## config.mk

```make
export PLATFORM = sky130hd
export DESIGN_NAME = keyed_deadline_scheduler_core_flat
export DESIGN_NICKNAME = d
export VERILOG_FILES = /design/src/hdl/kds_pkg.sv /design/src/hdl/kds_if.sv /design/src/hdl/kds_ram.sv /design/src/hdl/kds_scan.sv /design/src/hdl/keyed_deadline_scheduler_core.sv /design/src/flat_wrapper.sv
export SDC_FILE = /design/constraint.sdc
export NUM_CORES = 2
export LEC_CHECK = 0
export ABC_AREA = 1
export BUFFER_PORTS_ARGS = -buffer_cell sky130_fd_sc_hd__buf_2
export CORE_MARGIN = 8
export CORE_UTILIZATION = 40
export CTS_CLUSTER_DIAMETER = 100
export DETAILED_ROUTE_END_ITERATION = 10
export PLACE_DENSITY = 0.58
export SYNTH_ARGS = -nofsm -noshare
export SYNTH_HDL_FRONTEND = slang
export SYNTH_SLANG_ARGS = --single-unit
```

## constraint.sdc

```tcl
create_clock -name clock -period 11.05 [get_ports clock]
set_input_delay 0.5525 -clock clock [delete_from_list [all_inputs] [get_ports clock]]
set_output_delay 0.5525 -clock clock [all_outputs]
set_load 0.02 [all_outputs]
```

## src/hdl/kds_pkg.sv

```systemverilog
// shared constants, codes and types of the keyed deadline scheduler
package kds_pkg;

   localparam int TASK_SLOTS_DEF = 16;
   localparam int KEY_BITS_DEF   = 8;
   localparam int TIME_W         = 48;
   localparam int ID_W           = 8;
   localparam int DELAY_W        = 32;
   localparam int OP_W           = 2;
   localparam int STATUS_W       = 3;
   localparam int COUNT_W        = 5;

   typedef enum logic [OP_W-1:0] {
      OP_SCHEDULE = 2'd0,
      OP_CANCEL   = 2'd1,
      OP_TICK     = 2'd2,
      OP_CLEAR    = 2'd3
   } op_type;

   typedef enum logic [STATUS_W-1:0] {
      ST_SCHEDULED   = 3'd0,
      ST_FULL        = 3'd1,
      ST_CANCELLED   = 3'd2,
      ST_NOT_FOUND   = 3'd3,
      ST_FIRED       = 3'd4,
      ST_NOTHING_DUE = 3'd5,
      ST_CLEARED     = 3'd6
   } status_type;

   typedef struct packed {
      logic   clear;
      logic   sample;
      logic   slot_valid;
      op_type op;
   } scan_ctl_type;

endpackage

```

## src/hdl/kds_if.sv

```systemverilog
// request and response channel interfaces
interface kds_req_if import kds_pkg::*; ();
   logic                      valid;
   logic                      ready;
   logic [OP_W-1:0]           operation;
   logic [ID_W-1:0]           context_id;
   logic [ID_W-1:0]           name_id;
   logic signed [DELAY_W-1:0] delay_ms;

   modport source (output valid, output operation, output context_id, output name_id,
                   output delay_ms, input ready);
   modport sink (input valid, input operation, input context_id, input name_id,
                 input delay_ms, output ready);
endinterface

interface kds_rsp_if import kds_pkg::*; ();
   logic                valid;
   logic                ready;
   logic [STATUS_W-1:0] status;
   logic [ID_W-1:0]     fired_context;
   logic [ID_W-1:0]     fired_name;
   logic [COUNT_W-1:0]  removed_count;
   logic                last;

   modport source (output valid, output status, output fired_context, output fired_name,
                   output removed_count, output last, input ready);
   modport sink (input valid, input status, input fired_context, input fired_name,
                 input removed_count, input last, output ready);
endinterface

```

## src/hdl/kds_ram.sv

```systemverilog
// generic single write port ram with registered read
module kds_ram #(
   parameter int WIDTH = 8,
   parameter int DEPTH = 16,
   localparam int ADDR_W = $clog2(DEPTH)
) (
   input  logic              clock,
   input  logic              wr_en,
   input  logic [ADDR_W-1:0] wr_addr,
   input  logic [WIDTH-1:0]  wr_data,
   input  logic [ADDR_W-1:0] rd_addr,
   output logic [WIDTH-1:0]  rd_data
);

   logic [WIDTH-1:0] mem_ff [DEPTH];
   logic [WIDTH-1:0] rd_data_ff;

   always_ff @(posedge clock) begin
      if (wr_en) begin
         mem_ff[wr_addr] <= wr_data;
      end
      rd_data_ff <= mem_ff[rd_addr];
   end

   assign rd_data = rd_data_ff;

endmodule

```

## src/hdl/kds_scan.sv

```systemverilog
// shared compare unit and accumulators for one pass over the task slots
module kds_scan import kds_pkg::*; #(
   parameter int TASK_SLOTS = TASK_SLOTS_DEF,
   parameter int KEY_W      = ID_W,
   localparam int IDX_W  = $clog2(TASK_SLOTS),
   localparam int CNT_W  = $clog2(TASK_SLOTS + 1),
   localparam int WORD_W = 2 * KEY_W + 2 * TIME_W
) (
   input  logic              clock,
   input  logic              reset,
   input  scan_ctl_type      ctl,
   input  logic [IDX_W-1:0]  slot_idx,
   input  logic [WORD_W-1:0] slot_word,
   input  logic [KEY_W-1:0]  key_ctx,
   input  logic [KEY_W-1:0]  key_name,
   input  logic [TIME_W-1:0] now,
   output logic              clear_hit,
   output logic              match_found,
   output logic [IDX_W-1:0]  match_idx,
   output logic              free_found,
   output logic [IDX_W-1:0]  free_idx,
   output logic [IDX_W-1:0]  best_idx,
   output logic [KEY_W-1:0]  best_ctx,
   output logic [KEY_W-1:0]  best_name,
   output logic [CNT_W-1:0]  due_cnt,
   output logic [CNT_W-1:0]  hit_cnt
);

   logic [KEY_W-1:0]  s_ctx;
   logic [KEY_W-1:0]  s_name;
   logic [TIME_W-1:0] s_deadline;
   logic [TIME_W-1:0] s_order;
   logic              ctx_hit, key_hit, due, earlier, take;

   logic              match_found_ff, match_found_in;
   logic              free_found_ff, free_found_in;
   logic              best_found_ff, best_found_in;
   logic [CNT_W-1:0]  due_cnt_ff, due_cnt_in;
   logic [CNT_W-1:0]  hit_cnt_ff, hit_cnt_in;
   logic [IDX_W-1:0]  match_idx_ff, match_idx_in;
   logic [IDX_W-1:0]  free_idx_ff, free_idx_in;
   logic [IDX_W-1:0]  best_idx_ff, best_idx_in;
   logic [KEY_W-1:0]  best_ctx_ff, best_ctx_in;
   logic [KEY_W-1:0]  best_name_ff, best_name_in;
   logic [TIME_W-1:0] best_dl_ff, best_dl_in;
   logic [TIME_W-1:0] best_ord_ff, best_ord_in;

   assign s_ctx      = slot_word[WORD_W-1 -: KEY_W];
   assign s_name     = slot_word[2*TIME_W+KEY_W-1 -: KEY_W];
   assign s_deadline = slot_word[2*TIME_W-1 -: TIME_W];
   assign s_order    = slot_word[TIME_W-1:0];

   assign ctx_hit   = ctl.slot_valid && (s_ctx == key_ctx);
   assign key_hit   = ctx_hit && (s_name == key_name);
   assign due       = ctl.slot_valid && (s_deadline <= now);
   assign earlier   = {s_deadline, s_order} < {best_dl_ff, best_ord_ff};
   assign take      = due && (!best_found_ff || earlier);
   assign clear_hit = ctl.sample && ctx_hit && (ctl.op == OP_CLEAR);

   always_comb begin
      match_found_in = match_found_ff;
      free_found_in  = free_found_ff;
      best_found_in  = best_found_ff;
      due_cnt_in     = due_cnt_ff;
      hit_cnt_in     = hit_cnt_ff;
      match_idx_in   = match_idx_ff;
      free_idx_in    = free_idx_ff;
      best_idx_in    = best_idx_ff;
      best_ctx_in    = best_ctx_ff;
      best_name_in   = best_name_ff;
      best_dl_in     = best_dl_ff;
      best_ord_in    = best_ord_ff;
      if (ctl.clear) begin
         match_found_in = 1'b0;
         free_found_in  = 1'b0;
         best_found_in  = 1'b0;
         due_cnt_in     = '0;
         hit_cnt_in     = '0;
      end else if (ctl.sample) begin
         if (key_hit && !match_found_ff) begin
            match_found_in = 1'b1;
            match_idx_in   = slot_idx;
         end
         if (!ctl.slot_valid && !free_found_ff) begin
            free_found_in = 1'b1;
            free_idx_in   = slot_idx;
         end
         if (ctx_hit) begin
            hit_cnt_in = hit_cnt_ff + CNT_W'(1);
         end
         if (due) begin
            due_cnt_in = due_cnt_ff + CNT_W'(1);
         end
         if (take) begin
            best_found_in = 1'b1;
            best_idx_in   = slot_idx;
            best_ctx_in   = s_ctx;
            best_name_in  = s_name;
            best_dl_in    = s_deadline;
            best_ord_in   = s_order;
         end
      end
   end

   always_ff @(posedge clock) begin
      if (reset) begin
         match_found_ff <= 1'b0;
         free_found_ff  <= 1'b0;
         best_found_ff  <= 1'b0;
         due_cnt_ff     <= '0;
         hit_cnt_ff     <= '0;
      end else begin
         match_found_ff <= match_found_in;
         free_found_ff  <= free_found_in;
         best_found_ff  <= best_found_in;
         due_cnt_ff     <= due_cnt_in;
         hit_cnt_ff     <= hit_cnt_in;
      end
   end

   always_ff @(posedge clock) begin
      match_idx_ff <= match_idx_in;
      free_idx_ff  <= free_idx_in;
      best_idx_ff  <= best_idx_in;
      best_ctx_ff  <= best_ctx_in;
      best_name_ff <= best_name_in;
      best_dl_ff   <= best_dl_in;
      best_ord_ff  <= best_ord_in;
   end

   assign match_found = match_found_ff;
   assign match_idx   = match_idx_ff;
   assign free_found  = free_found_ff;
   assign free_idx    = free_idx_ff;
   assign best_idx    = best_idx_ff;
   assign best_ctx    = best_ctx_ff;
   assign best_name   = best_name_ff;
   assign due_cnt     = due_cnt_ff;
   assign hit_cnt     = hit_cnt_ff;

endmodule

```

## src/hdl/keyed_deadline_scheduler_core.sv

```systemverilog
// keyed deadline scheduler: task table, scan sequencer and response register
//
// req carries one operation per transfer: schedule, cancel, a one millisecond tick
// or clear of a context. rsp returns one result per schedule, cancel and clear, and
// for a tick one result per due task in deadline then insertion order, or a single
// nothing due result; last marks the final result of each request.
// Task entries sit in a ram that one compare unit walks one slot per cycle; every
// pass goes through address issue, registered read and decision.
// A schedule, cancel or clear result comes from a single pass; a tick that fires k
// tasks takes k passes. req.ready is high only while no request is in work, so a
// new request is taken only once the last result of the one before is registered.
// rsp is a register: the next request is taken while a result still waits, and a
// stalled receiver only holds the sequencer at its decision step.
// Reset empties the table and zeroes time and insertion order; no ram sweep is
// needed since valid bits guard every entry.
module keyed_deadline_scheduler_core import kds_pkg::*; #(
   parameter int TASK_SLOTS = TASK_SLOTS_DEF,
   parameter int KEY_BITS   = KEY_BITS_DEF
) (
   input logic      clock,
   input logic      reset,
   kds_req_if.sink   req,
   kds_rsp_if.source rsp
);

   localparam int KEY_W  = (KEY_BITS < ID_W) ? KEY_BITS : ID_W;
   localparam int IDX_W  = $clog2(TASK_SLOTS);
   localparam int CNT_W  = $clog2(TASK_SLOTS + 1);
   localparam int WORD_W = 2 * KEY_W + 2 * TIME_W;
   localparam int DLY_W  = DELAY_W - 1;

   typedef enum logic [3:0] {
      S_IDLE   = 4'b0001,
      S_SCAN   = 4'b0010,
      S_DRAIN  = 4'b0100,
      S_DECIDE = 4'b1000
   } state_type;

   state_type         state_ff, state_in;
   logic [IDX_W:0]    addr_ff, addr_in;
   logic              pend_ff, pend_in;
   logic [IDX_W-1:0]  pend_idx_ff, pend_idx_in;
   logic [TASK_SLOTS-1:0] valid_ff, valid_in;
   logic [TIME_W-1:0] now_ff, now_in;
   logic [TIME_W-1:0] order_ff, order_in;
   op_type            op_ff, op_in;
   logic [KEY_W-1:0]  ctx_ff, ctx_in;
   logic [KEY_W-1:0]  name_ff, name_in;
   logic [DLY_W-1:0]  delay_ff, delay_in;

   logic               rsp_valid_ff, rsp_valid_in;
   status_type         status_ff, status_in;
   logic [ID_W-1:0]    fctx_ff, fctx_in;
   logic [ID_W-1:0]    fname_ff, fname_in;
   logic [COUNT_W-1:0] count_ff, count_in;
   logic               last_ff, last_in;

   logic              accept, out_free, scan_clear;
   logic              wr_en;
   logic [IDX_W-1:0]  wr_idx;
   logic [WORD_W-1:0] wr_word, rd_word;
   scan_ctl_type      scan_ctl;

   logic              clear_hit, match_found, free_found;
   logic [IDX_W-1:0]  match_idx, free_idx, best_idx;
   logic [KEY_W-1:0]  best_ctx, best_name;
   logic [CNT_W-1:0]  due_cnt, hit_cnt;

   assign req.ready = (state_ff == S_IDLE);
   assign accept    = req.valid && req.ready;
   assign out_free  = !rsp_valid_ff || rsp.ready;

   assign wr_word = {ctx_ff, name_ff, now_ff + TIME_W'(delay_ff), order_ff + TIME_W'(1)};

   assign scan_ctl.clear      = scan_clear;
   assign scan_ctl.sample     = pend_ff;
   assign scan_ctl.slot_valid = valid_ff[pend_idx_ff];
   assign scan_ctl.op         = op_ff;

   kds_ram #(
      .WIDTH (WORD_W),
      .DEPTH (TASK_SLOTS)
   ) u_ram (
      .clock   (clock),
      .wr_en   (wr_en),
      .wr_addr (wr_idx),
      .wr_data (wr_word),
      .rd_addr (addr_ff[IDX_W-1:0]),
      .rd_data (rd_word)
   );

   kds_scan #(
      .TASK_SLOTS (TASK_SLOTS),
      .KEY_W      (KEY_W)
   ) u_scan (
      .clock       (clock),
      .reset       (reset),
      .ctl         (scan_ctl),
      .slot_idx    (pend_idx_ff),
      .slot_word   (rd_word),
      .key_ctx     (ctx_ff),
      .key_name    (name_ff),
      .now         (now_ff),
      .clear_hit   (clear_hit),
      .match_found (match_found),
      .match_idx   (match_idx),
      .free_found  (free_found),
      .free_idx    (free_idx),
      .best_idx    (best_idx),
      .best_ctx    (best_ctx),
      .best_name   (best_name),
      .due_cnt     (due_cnt),
      .hit_cnt     (hit_cnt)
   );

   always_comb begin
      state_in     = state_ff;
      addr_in      = addr_ff;
      pend_in      = 1'b0;
      pend_idx_in  = addr_ff[IDX_W-1:0];
      valid_in     = valid_ff;
      now_in       = now_ff;
      order_in     = order_ff;
      op_in        = op_ff;
      ctx_in       = ctx_ff;
      name_in      = name_ff;
      delay_in     = delay_ff;
      rsp_valid_in = rsp_valid_ff && !rsp.ready;
      status_in    = status_ff;
      fctx_in      = fctx_ff;
      fname_in     = fname_ff;
      count_in     = count_ff;
      last_in      = last_ff;
      scan_clear   = 1'b0;
      wr_en        = 1'b0;
      wr_idx       = free_idx;

      // clear context drops matching slots as the scan passes them
      if (pend_ff && clear_hit) begin
         valid_in[pend_idx_ff] = 1'b0;
      end

      case (state_ff)
         S_IDLE: begin
            if (accept) begin
               op_in    = op_type'(req.operation);
               ctx_in   = req.context_id[KEY_W-1:0];
               name_in  = req.name_id[KEY_W-1:0];
               delay_in = req.delay_ms[DELAY_W-1] ? '0 : req.delay_ms[DLY_W-1:0];
               if (op_type'(req.operation) == OP_TICK) begin
                  now_in = now_ff + TIME_W'(1);
               end
               addr_in    = '0;
               scan_clear = 1'b1;
               state_in   = S_SCAN;
            end
         end
         S_SCAN: begin
            pend_in     = 1'b1;
            pend_idx_in = addr_ff[IDX_W-1:0];
            addr_in     = addr_ff + (IDX_W + 1)'(1);
            if (addr_ff == (IDX_W + 1)'(TASK_SLOTS - 1)) begin
               state_in = S_DRAIN;
            end
         end
         S_DRAIN: begin
            state_in = S_DECIDE;
         end
         S_DECIDE: begin
            if (out_free) begin
               rsp_valid_in = 1'b1;
               last_in      = 1'b1;
               count_in     = '0;
               fctx_in      = ID_W'(ctx_ff);
               fname_in     = ID_W'(name_ff);
               state_in     = S_IDLE;
               case (op_ff)
                  OP_SCHEDULE: begin
                     if (match_found || free_found) begin
                        wr_en            = 1'b1;
                        wr_idx           = match_found ? match_idx : free_idx;
                        valid_in[wr_idx] = 1'b1;
                        order_in         = order_ff + TIME_W'(1);
                        status_in        = ST_SCHEDULED;
                     end else begin
                        status_in = ST_FULL;
                     end
                  end
                  OP_CANCEL: begin
                     if (match_found) begin
                        valid_in[match_idx] = 1'b0;
                        status_in           = ST_CANCELLED;
                     end else begin
                        status_in = ST_NOT_FOUND;
                     end
                  end
                  OP_CLEAR: begin
                     status_in = ST_CLEARED;
                     fname_in  = '0;
                     count_in  = COUNT_W'(hit_cnt);
                  end
                  default: begin
                     if (due_cnt == '0) begin
                        status_in = ST_NOTHING_DUE;
                        fctx_in   = '0;
                        fname_in  = '0;
                     end else begin
                        status_in          = ST_FIRED;
                        fctx_in            = ID_W'(best_ctx);
                        fname_in           = ID_W'(best_name);
                        valid_in[best_idx] = 1'b0;
                        if (due_cnt != CNT_W'(1)) begin
                           // more due tasks remain: rescan for the next one
                           last_in    = 1'b0;
                           addr_in    = '0;
                           scan_clear = 1'b1;
                           state_in   = S_SCAN;
                        end
                     end
                  end
               endcase
            end
         end
         default: begin
            state_in = S_IDLE;
         end
      endcase
   end

   always_ff @(posedge clock) begin
      if (reset) begin
         state_ff     <= S_IDLE;
         addr_ff      <= '0;
         pend_ff      <= 1'b0;
         valid_ff     <= '0;
         now_ff       <= '0;
         order_ff     <= '0;
         rsp_valid_ff <= 1'b0;
      end else begin
         state_ff     <= state_in;
         addr_ff      <= addr_in;
         pend_ff      <= pend_in;
         valid_ff     <= valid_in;
         now_ff       <= now_in;
         order_ff     <= order_in;
         rsp_valid_ff <= rsp_valid_in;
      end
   end

   always_ff @(posedge clock) begin
      pend_idx_ff <= pend_idx_in;
      op_ff       <= op_in;
      ctx_ff      <= ctx_in;
      name_ff     <= name_in;
      delay_ff    <= delay_in;
      status_ff   <= status_in;
      fctx_ff     <= fctx_in;
      fname_ff    <= fname_in;
      count_ff    <= count_in;
      last_ff     <= last_in;
   end

   assign rsp.valid         = rsp_valid_ff;
   assign rsp.status        = status_ff;
   assign rsp.fired_context = fctx_ff;
   assign rsp.fired_name    = fname_ff;
   assign rsp.removed_count = count_ff;
   assign rsp.last          = last_ff;

endmodule

```

## src/flat_wrapper.sv

```systemverilog
// flat-port wrapper written by rule: the top's interface ports become plain ports
module keyed_deadline_scheduler_core_flat import kds_pkg::*;
#(
   parameter int TASK_SLOTS = TASK_SLOTS_DEF,
   parameter int KEY_BITS   = KEY_BITS_DEF
)
  (clock, reset, req_valid, req_operation, req_context_id, req_name_id, req_delay_ms, req_ready, rsp_valid, rsp_status, rsp_fired_context, rsp_fired_name, rsp_removed_count, rsp_last, rsp_ready);
  kds_req_if req_i ();
  kds_rsp_if rsp_i ();
  input logic clock;
  input logic reset;
  input wire logic [$bits(req_i.valid)-1:0] req_valid;
  input wire logic [$bits(req_i.operation)-1:0] req_operation;
  input wire logic [$bits(req_i.context_id)-1:0] req_context_id;
  input wire logic [$bits(req_i.name_id)-1:0] req_name_id;
  input wire logic [$bits(req_i.delay_ms)-1:0] req_delay_ms;
  output wire logic [$bits(req_i.ready)-1:0] req_ready;
  output wire logic [$bits(rsp_i.valid)-1:0] rsp_valid;
  output wire logic [$bits(rsp_i.status)-1:0] rsp_status;
  output wire logic [$bits(rsp_i.fired_context)-1:0] rsp_fired_context;
  output wire logic [$bits(rsp_i.fired_name)-1:0] rsp_fired_name;
  output wire logic [$bits(rsp_i.removed_count)-1:0] rsp_removed_count;
  output wire logic [$bits(rsp_i.last)-1:0] rsp_last;
  input wire logic [$bits(rsp_i.ready)-1:0] rsp_ready;
  assign req_i.valid = req_valid;
  assign req_i.operation = req_operation;
  assign req_i.context_id = req_context_id;
  assign req_i.name_id = req_name_id;
  assign req_i.delay_ms = req_delay_ms;
  assign req_ready = req_i.ready;
  assign rsp_valid = rsp_i.valid;
  assign rsp_status = rsp_i.status;
  assign rsp_fired_context = rsp_i.fired_context;
  assign rsp_fired_name = rsp_i.fired_name;
  assign rsp_removed_count = rsp_i.removed_count;
  assign rsp_last = rsp_i.last;
  assign rsp_i.ready = rsp_ready;
  keyed_deadline_scheduler_core #(.TASK_SLOTS(TASK_SLOTS), .KEY_BITS(KEY_BITS)) u_core (.clock(clock), .reset(reset), .req(req_i), .rsp(rsp_i));
endmodule
```

==> flow_summary.toml <==
[sta]
hold_viol = 0
fmax_mhz = 211
finalCritPeriodShare = 0.430
hold_slack_ns = 0.0841
finalSetupViolations = 0
drv_slew = 0
rsz0062_at_grt = "no"
max-slew-margin-rel = 0.125
skew_ns = 0.0607
min_period_ns = 4.75
tightest_slew_ns = 1.31
tns_ns = 0
fin_ws_ns = 6.30

[routing]
ant_nets = 0
dr_total_vias = 59200
first_pass_iters = 6
vias_per_cell = 5.47
routedWlPerCell_um = 22.6
remaining_drc_errors = 0
drt_iter0_drc = 5261
finalWirelength_um = 245000

[synth]
yosys.area.top_type_share = 0.645
syn_inst = 7498
post_synth_instance_area_um2 = 92600
synth_nets = 7735
yosysSeqAreaShare = 0.700
synth_common_cells = "edfxtp_1 (1,990), nor2_1 (1,321), nand2_1 (743)"
synthArstFlopShare = 0
synth_warnings = 0
synth-edff-count = 1990
synth.most_common_cell = "edfxtp_1"
ys_seq_elements = 2242
yosys_most_used_dff = "edfxtp_1"
synth_cell_types = 59
syn_area_per_cell_um2 = 12.3
synth.area.top_cells = "edfxtp_1 (65%), dfxtp_1 (5.4%), nor2_1 (5.4%), nand2_1 (3.0%), o21ai_0 (3.0%)"
synth_top_cell_by_area = "edfxtp_1"

[floorplanning]
die_h_um = 497
die_w_um = 497
start_util = 0.402
dieArea_um2 = 247000
coreArea_um2 = 230000
io-pin-count = 81
row_count = 176

[power_and_ir_drop]
vdd_ir_drop_max_mv = 0.175
p_leak_uw = 0.0342
powerDensity_nw_per_um2 = 166
power_uw = 17400

[placed_design]
place_congestion = 0.881
post-place-ws_ns = 6.28
io_buffers = 80
hpwl_um = 138000
placed_area_um2 = 96500

[status]
outcome = "completed"

[layout]
drive_gt1_frac = 0.0810
fin_nets = 7826
finalInstanceArea_um2 = 104000
syn2layout_area_growth_pct = 12.9

[run]
drv.max_cap_violation_count = 0

[hold_path]
hold_start = "req_delay_ms[30]"
holdPathStages = 3
min_to = "u_core.delay_ff[30]$_SDFFCE_PP0P_"
hp-class = "input port to register"

[worst_setup_path]
r2r-start = "u_core.state_ff[3]$_SDFFE_PP0P_"
crit_fanout = 43
worstRegToRegCells = 11
r2r_end = "u_core.u_ram.mem_ff[9][46]$_DFFE_PP_"
end_kind = "register"
start_kind = "register"
cp.arrival_ns = 5.19
crit_required_ns = 11.50
r2r_slack_ns = 6.30
worstSetupPathType = "register to register"

[clock_tree]
clkLatencyLatePin_ns = 0.86
cts-root-buf = "clkbuf_16"
numCtsBuffers = 226
clk_path_buf_depth = 3
cts_setup_buffers = 0
clkTransAtPathRegs_ns = 0.06
clock_sinks = 2242
cts_tree = "built"
htreeDepth = 4

[global_routing]
grt_pass1_wl_um = 366000
grt_usage = 0.191
antenna_found_initial = 4
grt_overflow = 0
grt_pass1_vias = 57100
grt_max_degree = 206
-- worst max-delay path, stage by stage (launching register included) --
cell	delay, ns
dfxtp_1	0.37
inv_1	0.09
nor3_4	0.25
inv_2	0.10
nor2_8	0.53
inv_2	0.16
nor2_2	0.11
buf_4	0.30
nand3_1	0.39
nor2_4	0.58
buf_4	0.74
buf_4	0.56
-- timing repair --
item | 4_1_cts | 5_1_grt
hold endpoints to repair | 48 | 0
resized for setup | 0 | 0
hold buffers | 48 | 0
-- routing by layer --
layer  up-vias  wire length (um)  track usage
met3       361             14100       0.0291
met4         0              7360       0.0626
li1      27500                 -            -
met2      1808            117000        0.315
met5         -                 0            0
met1     29500            107000        0.258
-- final cells by class --
cell class | count | area [um^2]
well taps | 3026 | 3790
clock buffers | 304 | 6120
diodes | 13 | 32.5
inverters | 480 | 1820
clock inverters | 121 | 1330
repair buffers | 244 | 1940
multi-input cells | 4395 | 24700
flip-flops and latches | 2242 | 64800
fillers | 20500 | 126000
-- logic make-up (layout without fill, tap and decap cells) --
group,after synthesis,after routing,share of synthesized area
and+or+nand+nor,2543,2543,0.113
DFF,2242,2242,0.700
AOI/OAI and AO/OA,1383,1383,0.0963
buffers and inverters,861,1149,0.0361
adders and majority gates,183,183,0.0248
muxes,181,181,0.0196
xor gates and xnor gates,105,105,0.00993
other,0,13,0
-- worst max-delay path by stage --
| stage | cells after the start | endpoint | slack (ns) | startpoint |
|---|---|---|---|---|
| after floorplan | 12 | u_core.u_scan.best_ctx[0]$_DFFE_PP_ | 3.20 | u_core.now_ff[31]$_SDFFE_PP0P_ |
| after global placement | 12 | u_core.u_ram.mem_ff[9][40]$_DFFE_PP_ | 6.35 | u_core.state_ff[0]$_SDFFE_PP1P_ |
| after detailed placement | 10 | u_core.u_ram.mem_ff[9][43]$_DFFE_PP_ | 6.28 | rsp_ready |
| after CTS | 12 | u_core.u_ram.mem_ff[9][46]$_DFFE_PP_ | 6.22 | u_core.state_ff[0]$_SDFFE_PP1P_ |
| after global routing | 12 | u_core.u_ram.mem_ff[9][46]$_DFFE_PP_ | 5.98 | u_core.state_ff[0]$_SDFFE_PP1P_ |
| final | 11 | u_core.u_ram.mem_ff[9][46]$_DFFE_PP_ | 6.30 | u_core.state_ff[3]$_SDFFE_PP0P_ |
-- where the power goes --
part	switching, uW	total, uW	internal [uW]	leakage [uW]
Clock	3260	7610	4350	0.00362
Sequential	57.1	9280	9220	0.0194
Combinational	358	512	154	0.0112
Total	3680	17400	13700	0.0342
-- stage by stage --
step / cells / utilization
floorplan: 7498 / -
global placement: 10300 / 0.419
detailed placement: 10300 / 0.419
CTS: 10800 / 0.454
global route: 10800 / 0.454
finish: 10800 / 0.454
-- layout by cell type, fill, tap and decap left out, types with 102 or more instances in the layout --
master and n:
nand2_1 743, mux2i_1 181, nor2_1 1304, buf_4 102, a21oi_1 221, edfxtp_1 1990
dfxtp_1 249, clkbuf_16 226, o21ai_0 552, inv_1 463, ha_1 182, o221ai_1 181
o32ai_1 271, nand3_1 272
-- sequential cells by signal, summed over array words and instances, names as in the netlist, 16 cells and up --
register	cells
u_core.u_ram.mem_ff	1792
u_core.u_ram.rd_data	112
u_core.now_ff	48
u_core.order_ff	48
u_core.u_scan.best_dl_ff	48
u_core.u_scan.best_ord_ff	48
u_core.delay_ff	31
u_core.valid_ff	16
(Power assumes the default switching activity.)
